**config.mk**
```make
export PLATFORM = sky130hd
export DESIGN_NAME = adts_stream_header_parser_core
export DESIGN_NICKNAME = d
export VERILOG_FILES = /design/src/rtl/core/adts_pkg.sv /design/src/rtl/core/adts_stream_header_parser_core.sv
export SDC_FILE = /design/constraint.sdc
export NUM_CORES = 1
export LEC_CHECK = 0
export BUFFER_PORTS_ARGS = -buffer_cell sky130_fd_sc_hd__buf_2
export CORE_MARGIN = 2
export CORE_UTILIZATION = 55
export CTS_CLUSTER_DIAMETER = 150
export CTS_CLUSTER_SIZE = 10
export DETAILED_ROUTE_END_ITERATION = 8
export GPL_TIMING_DRIVEN = 0
export PLACE_DENSITY_LB_ADDON = 0.12
export SKIP_CTS_REPAIR_TIMING = 1
export SLEW_MARGIN = 20
export SYNTH_ARGS = -nofsm -noshare
export SYNTH_HDL_FRONTEND = slang
export SYNTH_SLANG_ARGS = --single-unit
```
**constraint.sdc**
```tcl
create_clock -name clk -period 11.2 [get_ports clk]
set_clock_uncertainty 0.05 [all_clocks]
set_input_delay 1.12 -clock clk [delete_from_list [all_inputs] [get_ports clk]]
set_output_delay 1.12 -clock clk [all_outputs]
set_load 0.1 [all_outputs]
```
**src/rtl/core/adts_pkg.sv**
```systemverilog
package adts_pkg;

	localparam int unsigned HDR_BYTES = 7;
	localparam int unsigned DIV_STEPS = 23;

	typedef enum logic [3:0] {
		ST_BYTE = 4'b0001,
		ST_MUL  = 4'b0010,
		ST_DIV  = 4'b0100,
		ST_OUT  = 4'b1000
	} state_t;

	typedef enum logic [1:0] {
		MODE_GATHER  = 2'd0,
		MODE_PAYLOAD = 2'd1,
		MODE_HUNT    = 2'd2
	} mode_t;

	localparam logic [1:0] STAT_OK    = 2'd0;
	localparam logic [1:0] STAT_SYNC  = 2'd1;
	localparam logic [1:0] STAT_FREQ  = 2'd2;
	localparam logic [1:0] STAT_SHORT = 2'd3;

	localparam logic [11:0] SYNCWORD = 12'hfff;

	function automatic logic [16:0] rate_lookup(input logic [3:0] idx);
		logic [16:0] r;
		case (idx)
			4'd0:    r = 17'd96000;
			4'd1:    r = 17'd88200;
			4'd2:    r = 17'd64000;
			4'd3:    r = 17'd48000;
			4'd4:    r = 17'd44100;
			4'd5:    r = 17'd32000;
			4'd6:    r = 17'd24000;
			4'd7:    r = 17'd22050;
			4'd8:    r = 17'd16000;
			4'd9:    r = 17'd12000;
			4'd10:   r = 17'd11025;
			4'd11:   r = 17'd8000;
			default: r = 17'd0;
		endcase
		return r;
	endfunction

endpackage

```
**src/rtl/core/adts_stream_header_parser_core.sv**
```systemverilog
// Payload and hunt bytes: one item per cycle while no header result is pending, no result.
// Header with an error: result valid the cycle after the seventh byte.
// Good header: result after a multiply state, then a one-bit-per-cycle restoring
// divider by raw_blocks+1 over 23 quotient bits; input stalls meanwhile.
// Reset (arst_n low) puts the parser in header gathering with nothing pending.
module adts_stream_header_parser_core (
	input  logic        clk,
	input  logic        arst_n,
	input  logic        in_valid,
	output logic        in_ready,
	input  logic [7:0]  in_byte,
	output logic        out_valid,
	input  logic        out_ready,
	output logic [1:0]  status,
	output logic        mpeg_id,
	output logic        no_crc,
	output logic [1:0]  profile,
	output logic [3:0]  freq_index,
	output logic [2:0]  channel_config,
	output logic [6:0]  header_flags,
	output logic [12:0] frame_bytes,
	output logic [10:0] buffer_fullness,
	output logic [1:0]  raw_blocks,
	output logic [16:0] rate_hz,
	output logic [22:0] bits_per_sec
);
	import adts_pkg::*;

	state_t      state_q;
	mode_t       mode_q;
	logic [47:0] hdr_q;
	logic [2:0]  cnt_q;
	logic [12:0] pay_q;
	logic        saw_ff_q;

	logic [22:0] quo_q;
	logic [1:0]  rem_q;
	logic [4:0]  step_q;

	logic [1:0]  status_q;
	logic        mpeg_id_q;
	logic        no_crc_q;
	logic [1:0]  profile_q;
	logic [3:0]  freq_index_q;
	logic [2:0]  channel_config_q;
	logic [6:0]  header_flags_q;
	logic [12:0] frame_bytes_q;
	logic [10:0] buffer_fullness_q;
	logic [1:0]  raw_blocks_q;
	logic [16:0] rate_hz_q;

	logic        accept;
	logic [55:0] h;
	logic [16:0] rate;
	logic [1:0]  stat;
	logic [12:0] flen;
	logic [12:0] pay_dec;
	logic [12:0] pay_new;
	logic [29:0] product;
	logic [2:0]  divisor;
	logic [2:0]  trial;
	logic        fits;

	assign accept  = in_valid && in_ready;
	assign h       = {hdr_q, in_byte};
	assign flen    = h[25:13];
	assign rate    = rate_lookup(h[37:34]);
	assign pay_dec = pay_q - 13'd1;
	assign pay_new = flen - 13'(HDR_BYTES);

	always_comb begin
		if (h[55:44] != SYNCWORD) begin
			stat = STAT_SYNC;
		end else if (rate == 17'd0) begin
			stat = STAT_FREQ;
		end else if (flen < 13'(HDR_BYTES)) begin
			stat = STAT_SHORT;
		end else begin
			stat = STAT_OK;
		end
	end

	// shared unit: frame bytes*rate, then divide (product>>7) by blocks+1
	assign product = 30'(frame_bytes_q) * 30'(rate_hz_q);
	assign divisor = 3'(raw_blocks_q) + 3'd1;
	assign trial   = {rem_q, quo_q[22]};
	assign fits    = (trial >= divisor);

	always_ff @(posedge clk or negedge arst_n) begin
		if (!arst_n) begin
			state_q  <= ST_BYTE;
			mode_q   <= MODE_GATHER;
			hdr_q    <= '0;
			cnt_q    <= '0;
			pay_q    <= '0;
			saw_ff_q <= 1'b0;
			step_q   <= '0;
		end else begin
			unique case (state_q)
				ST_BYTE: begin
					if (accept) begin
						case (mode_q)
							MODE_PAYLOAD: begin
								pay_q <= pay_dec;
								if (pay_dec == 13'd0) begin
									mode_q   <= MODE_GATHER;
									hdr_q    <= '0;
									cnt_q    <= '0;
									saw_ff_q <= 1'b0;
								end
							end
							MODE_HUNT: begin
								if (saw_ff_q && in_byte[7:4] == 4'hf) begin
									hdr_q    <= {32'd0, 8'hff, in_byte};
									cnt_q    <= 3'd2;
									saw_ff_q <= 1'b0;
									mode_q   <= MODE_GATHER;
								end else begin
									saw_ff_q <= (in_byte == 8'hff);
								end
							end
							default: begin
								mode_q <= MODE_GATHER;
								if (cnt_q == 3'(HDR_BYTES - 1)) begin
									hdr_q    <= '0;
									cnt_q    <= '0;
									saw_ff_q <= 1'b0;
									if (stat == STAT_OK) begin
										pay_q   <= pay_new;
										mode_q  <= (pay_new != 13'd0) ? MODE_PAYLOAD
										                              : MODE_GATHER;
										state_q <= ST_MUL;
									end else begin
										pay_q   <= '0;
										mode_q  <= MODE_HUNT;
										state_q <= ST_OUT;
									end
								end else begin
									hdr_q <= h[47:0];
									cnt_q <= cnt_q + 3'd1;
								end
							end
						endcase
					end
				end
				ST_MUL: begin
					step_q  <= '0;
					state_q <= ST_DIV;
				end
				ST_DIV: begin
					step_q <= step_q + 5'd1;
					if (step_q == 5'(DIV_STEPS - 1)) begin
						state_q <= ST_OUT;
					end
				end
				ST_OUT: begin
					if (out_ready) begin
						state_q <= ST_BYTE;
					end
				end
				default: state_q <= ST_BYTE;
			endcase
		end
	end

	// result and divider datapath
	always_ff @(posedge clk) begin
		if (state_q == ST_BYTE && accept && cnt_q == 3'(HDR_BYTES - 1)
		    && mode_q != MODE_PAYLOAD && mode_q != MODE_HUNT) begin
			status_q <= stat;
			quo_q    <= '0;
			if (stat == STAT_SYNC) begin
				mpeg_id_q         <= 1'b0;
				no_crc_q          <= 1'b0;
				profile_q         <= '0;
				freq_index_q      <= '0;
				channel_config_q  <= '0;
				header_flags_q    <= '0;
				frame_bytes_q     <= '0;
				buffer_fullness_q <= '0;
				raw_blocks_q      <= '0;
			end else begin
				mpeg_id_q         <= h[43];
				no_crc_q          <= h[40];
				profile_q         <= h[39:38];
				freq_index_q      <= h[37:34];
				channel_config_q  <= h[32:30];
				header_flags_q    <= {h[42:41], h[26], h[27], h[28], h[29], h[33]};
				frame_bytes_q     <= flen;
				buffer_fullness_q <= h[12:2];
				raw_blocks_q      <= h[1:0];
			end
			rate_hz_q <= (stat == STAT_OK) ? rate : 17'd0;
		end else if (state_q == ST_MUL) begin
			quo_q <= product[29:7];
			rem_q <= '0;
		end else if (state_q == ST_DIV) begin
			rem_q <= fits ? 2'(trial - divisor) : trial[1:0];
			quo_q <= {quo_q[21:0], fits};
		end
	end

	assign in_ready        = (state_q == ST_BYTE);
	assign out_valid       = (state_q == ST_OUT);
	assign status          = status_q;
	assign mpeg_id         = mpeg_id_q;
	assign no_crc          = no_crc_q;
	assign profile         = profile_q;
	assign freq_index      = freq_index_q;
	assign channel_config  = channel_config_q;
	assign header_flags    = header_flags_q;
	assign frame_bytes     = frame_bytes_q;
	assign buffer_fullness = buffer_fullness_q;
	assign raw_blocks      = raw_blocks_q;
	assign rate_hz         = rate_hz_q;
	assign bits_per_sec    = quo_q;

endmodule
```
==> run_results.csv, run 1 <==
group,metric,value,unit
cts,clk_latency,450,ps
layout,final_cell_mix,"nand2_1, inv_1, fa_1, and2_1, buf_2",
cts,tritoncts,"yes",
routing,wire_per_inst,18.1,µm
layout,drive_gt1_share,8.99,%
sta,fin_crit_sh,57.2,%
synth,synthArstFlopShare,46.6,%
synth,synth_top_family_by_area,"adder cells",
worst_hold_path,min_to,"hdr_q[43]",
worst_setup_path,critPathBufInv,5,
worst_setup_path,r2r_end,"bits_per_sec[16]",
worst_setup_path,reg2reg_depth,19,
routing,routed_wl,38500,µm
worst_setup_path,critPathLaunch,"frame_bytes[9]",
grt,grt_overflow,0,
worst_hold_path,worstHoldPathCells,2,
sta,finalSetupTns,0,ps
worst_hold_path,hold_class,"flip-flop to flip-flop",
worst_setup_path,crit_path_end_kind,"flip-flop",
worst_setup_path,cp.required,11500,ps
layout,syn_to_final_growth,10.8,%
floorplan,coreArea,0.0268,mm²
grt,grt_start_max_net_pins,58,
synth,syn_inst,1657,
cts,htreeDepth,4,
worst_setup_path,reg2reg_setup_slack,4800,ps
placement,gp_congestion,0.933,
worst_setup_path,path_class,"flip-flop to flip-flop",
routing,num_vias,11900,
synth,syn-cell-area,0.0149,mm²
synth,postSynthNetCount,1920,
routing,final_antenna_net_count,0,
synth,synth-simple-area-share,20.2,%
routing,drc,0,
synth,synth.largest_area_cell,"fa_1",
worst_setup_path,max_stage_delay,610,ps
routing,first_pass_iters,5,
flow_run,max_cap_violations,0,
sta,slew_headroom,29.5,%
routing,drt-initial-drc-count,751,
synth,synth_edf_count,64,
synth,ys.flop_type,"dfrtp_1",
worst_setup_path,startpoint_type,"flip-flop",
placement,hpwl,30100,µm
sta,slew_violations,0,
floorplan,ios,100,
sta,fin_crit,6400,ps
worst_hold_path,min_from,"hdr_q[43]",
worst_setup_path,worstPathCellList,"clkbuf_1 > nand2_1 > fa_1 > fa_1 > inv_1 > fa_1 > fa_1 > inv_1 > fa_1 > inv_1 > ha_1 > clkbuf_1 > nand2_1 > nor3_1 > nand3_1 > a211oi_1 > a21oi_1 > xor2_1 > a211oi_1",
grt,gr-usage-all-layers,28.6,%
floorplan,die_x,169,µm
sta,fmax,156,MHz
layout,diodes,0,
synth,synth_xor_area_share,1.94,%
grt,grt_pass1_wl,64000,µm
sta,grt_setup_unrepaired,"false",
sta,setup_viol,0,
cts,clkSlewWorstSetupHoldPaths,90,ps
synth,synth_compound_area_share,10.5,%
synth,synth_area_leaders,"fa_1, edfxtp_1, dfrtp_1, ha_1, nand2_1",
synth,synth_mux_area_share,0.681,%
worst_setup_path,crit_arrival,6700,ps
worst_setup_path,reg2reg_from,"frame_bytes[9]",
worst_setup_path,cp_slowest_cell,"edfxtp_1",
layout,layout_commonest_cell,"nand2_1",
sta,tightest_slew,1050,ps
floorplan,die_area,0.0284,mm²
synth,yosys.area_share.adder,29.4,%
synth,synth_top_area_share,22.0,%
synth,yosys_warnings,0,
worst_setup_path,cpMostUsedCell,"fa_1",
floorplan,dieHeight,169,µm
synth,yosysSeqAreaShare,28.8,%
grt,antenna_found_initial,1,
floorplan,rows,60,
synth,syn_area_per_cell,8.99,µm²
routing,vias_per_cell,5.58,
grt,grt_pass1_vias,12400,
cts,cts-buffers-inserted,17,
layout,nNetsFinal,2041,
worst_setup_path,crit_fanout,10,
synth,yosysUniqueCellTypes,73,
cts,cts_num_sinks,163,
floorplan,initial_core_util,55.6,%
placement,io_buffers,99,
status,outcome,"finished, final reports clean",
cts,cts-root-buf,"clkbuf_16",
cts,cts_max_path_buffers,2,
sta,hold_viol,0,
synth,synth-seq-cells,163,
worst_setup_path,crit_family,"adder cells",
Yosys cell counts (3+ instances only):
master	n
clkbuf_1	79
and2_1	136
nor2b_1	8
nor4b_1	3
a211oi_1	16
xnor2_1	16
nand3_1	23
o211ai_1	9
nand2b_1	7
xor2_1	17
a211o_1	4
nand4_1	12
nand2_1	279
mux2i_1	9
nand3b_1	7
nor2_1	66
edfxtp_1	64
and4_1	5
o21ai_0	42
a311oi_1	8
nor4_1	10
fa_1	164
a31oi_1	6
inv_1	247
a21o_1	20
dfrtp_1	75
dfxtp_1	23
or4b_2	3
o22ai_1	7
o31ai_1	3
nor3_1	24
ha_1	87
and3_1	15
o21ai_1	42
a21oi_1	66
or4_1	3
buf_2	6
per-stage QoR:
step                cells  util (%)  area, µm²  hold slack [ps]  worst slack (ps)
floorplan            1657         -      14900              399              5100
global placement     2097      59.0      15800              414              4840
detailed placement   2100      59.2      15900              424              4840
CTS                  2132      61.6      16500              444              4840
global route         2132      61.6      16500              474              4380
finish               2132      61.6      16500              445              4800
sequential cells by signal, indices dropped and copies added (netlist names):
signal           count
hdr_q               48
step_q               5
rem_q                2
mode_q               2
profile              2
pay_q               13
cnt_q                3
rate_hz             16
state_q              4
status               2
buffer_fullness     11
bits_per_sec        23
saw_ff_q             1
no_crc               1
frame_bytes         13
channel_config       3
header_flags         7
raw_blocks           2
mpeg_id              1
freq_index           4
area by class of cell:
cell class                      instances  area, µm²
Inverter                              247        927
Tap cell                              341        427
Multi-Input combinational cell       1158       9330
Clock inverter                         15        194
Sequential cell                       163       4290
Timing Repair Buffer                  102        551
Buffer                                 89        355
Clock buffer                           17        425
Fill cell                            2357      10300
worst register-to-register path, delay by kind of cell, from the launching register on:
| kind | cells | cell delay (ps) |
|---|---|---|
| flops | 1 | 610 |
| simple gates | 4 | 920 |
| compound gates | 3 | 790 |
| xor+xnor | 1 | 170 |
| fa+ha+maj | 6 | 2830 |
| buf+inv | 5 | 960 |
cells by family (layout without fill, tap and decap cells):
logic type,after synthesis,after routing
AO/OA/AOI/OAI,251,251
XOR/XNOR,33,33
adder cells (fa/ha/maj),251,251
buffers and inverters,336,470
flip-flops,163,163
multiplexers,10,10
AND/OR/NAND/NOR,613,613
per-layer routing:
metal | up-vias | share of wire, % | track usage [%]
met1 | 5824 | 42 | 37.1
met3 | 91 | 5.0 | 3.81
met2 | 369 | 49 | 49.5
li1 | 5603 | - | -
met5 | - | 0.034 | 0
met4 | 2 | 3.4 | 10.4
how the worst max path moves through the flow:
stage                     cells after the start                to  slack (ps)
after CTS                                    18  bits_per_sec[17]        4840
after floorplan                              19  bits_per_sec[14]        5100
after global routing                         19  bits_per_sec[18]        4380
after global placement                       19  bits_per_sec[14]        4840
final                                        19  bits_per_sec[16]        4800
after detailed placement                     19  bits_per_sec[18]        4840
Power of run 1 is left out: the tool's default activity adds up to more than one toggle a clock period on the data nets, which glitch-free logic cannot reach.
==> inputs of run 2 (changes only) <==
==> constraint.sdc (replaced) <==
create_clock -name clk -period 5.5 [get_ports clk]
set_clock_uncertainty 0.05 [all_clocks]
set_input_delay 0.55 -clock clk [delete_from_list [all_inputs] [get_ports clk]]
set_output_delay 0.55 -clock clk [all_outputs]
set_load 0.1 [all_outputs]
==> run 2 against run 1 <==
Against the previous run:
- routed wire length rose by 5.3%
- largest cell class unchanged
- maximum frequency rose by 17%
- core utilization up 5.4 points
- register-to-register slack got worse by 4800 ps
- flip-flop and latch count unchanged
==> run_results.csv, run 2 (synthesis gave the netlist of run 1 again) <==
group,metric,value,unit
cts,cts-buffers-inserted,17,
routing,routed_wl,40600,µm
layout,drive_gt1_share,19.7,%
sta,slew_violations,0,
layout,syn_to_final_growth,20.5,%
status,outcome,"finished, final reports clean",
floorplan,die_x,169,µm
floorplan,initial_core_util,55.6,%
worst_setup_path,crit_arrival,5740,ps
cts,htreeDepth,4,
routing,drt-initial-drc-count,947,
layout,final_cell_mix,"nand2_1, inv_1, fa_1, and2_1, buf_2",
sta,fin_crit,5490,ps
routing,num_vias,12500,
routing,wire_per_inst,18.2,µm
grt,antenna_found_initial,0,
sta,fmax,182,MHz
floorplan,rows,60,
sta,grt_setup_unrepaired,"true",
sta,tightest_slew,856,ps
sta,setup_viol,0,
layout,nNetsFinal,2132,
worst_setup_path,path_class,"flip-flop to flip-flop",
layout,diodes,0,
worst_setup_path,cp.required,5750,ps
grt,grt_start_max_net_pins,62,
floorplan,die_area,0.0284,mm²
cts,cts-root-buf,"clkbuf_16",
grt,grt_pass1_wl,63600,µm
grt,grt_pass1_vias,12200,
placement,gp_congestion,0.897,
floorplan,coreArea,0.0268,mm²
worst_setup_path,startpoint_type,"flip-flop",
placement,hpwl,30200,µm
cts,clk_latency,450,ps
placement,io_buffers,99,
worst_setup_path,crit_fanout,8,
routing,drc,0,
sta,hold_viol,0,
floorplan,ios,100,
routing,final_antenna_net_count,0,
layout,layout_commonest_cell,"nand2_1",
grt,grt_overflow,0,
sta,slew_headroom,42.8,%
cts,tritoncts,"yes",
grt,gr-usage-all-layers,28.7,%
cts,clkSlewWorstSetupHoldPaths,70,ps
worst_hold_path,hold_class,"input port to flip-flop",
sta,fin_crit_sh,99.8,%
layout,largest_register_ffs,48,
routing,first_pass_iters,5,
cts,cts_num_sinks,163,
layout,regMostFlops,"hdr_q",
flow_run,max_cap_violations,0,
layout,fin_cells,2223,
worst_setup_path,crit_path_end_kind,"flip-flop",
placement,place_inst,2099,
floorplan,dieHeight,169,µm
routing,vias_per_cell,5.61,
cts,cts_max_path_buffers,2,
## run 2: cell types whose count changed in the layout (fill, tap and decap cells not counted), sizes merged
cell and change:
dlygate4sd3 +1, buf +106, clkinv -4, clkbuf -15, bufinv +1, clkinvlp +1, inv +1
## run 2: worst paths after layout
check	slack (ps)	to	depth (start not counted)	start
worst min register to register	430	bits_per_sec[3]	2	bits_per_sec[2]
worst max register to register	10	bits_per_sec[15]	19	frame_bytes[1]
worst min-delay path	270	state_q[3]	2	out_ready
min in group asynchronous	510	hdr_q[2]	2	arst_n
max in group asynchronous	4290	hdr_q[20]	3	arst_n
worst max-delay path	10	bits_per_sec[15]	19	frame_bytes[1]
## run 2: routing by layer
metal  wire [µm]  vias to the layer above  global-route usage, %
met5           0                        -                      0
met1       16500                     6147                   37.1
met3        2190                      101                   3.67
li1            -                     5775                      -
met2       20000                      448                   47.9
met4        1900                        0                   14.6
## run 2: worst max-delay path, cell delays in order, from the launching register on
cell,delay [ps]
edfxtp_1,470
buf_8,180
and2_4,160
fa_1,550
inv_2,40
fa_1,490
inv_1,50
fa_1,480
fa_1,510
inv_2,40
fa_2,590
inv_2,60
ha_4,250
a21o_1,210
a31o_2,250
a221o_1,310
a31o_4,230
a21oi_2,130
xor2_1,210
o22ai_1,100
## run 2: per-stage QoR
stage | setup TNS, ps | cell area, µm² | setup slack (ps) | util (%) | hold slack, ps
CTS | -4010 | 16900 | -471 | 63.1 | -27.2
global placement | -3480 | 16300 | -459 | 60.7 | 411
global route | -965 | 17900 | -154 | 67.0 | 273
finish | 0 | 17900 | 11.0 | 67.0 | 273
floorplan | -944 | 15300 | -172 | - | 204
detailed placement | -3970 | 16300 | -466 | 60.9 | 422
## run 2: layout make-up
cell class                 instances  area, µm²
buffer                            89        612
inverter                         247        927
fill                            2175       8860
multi-input combinational       1158       9790
clock inverter                    14        161
sequential                       163       4290
clock buffer                      18        429
tap                              341        427
timing repair buffer             193       1310
Power of run 2 is left out for the same reason.
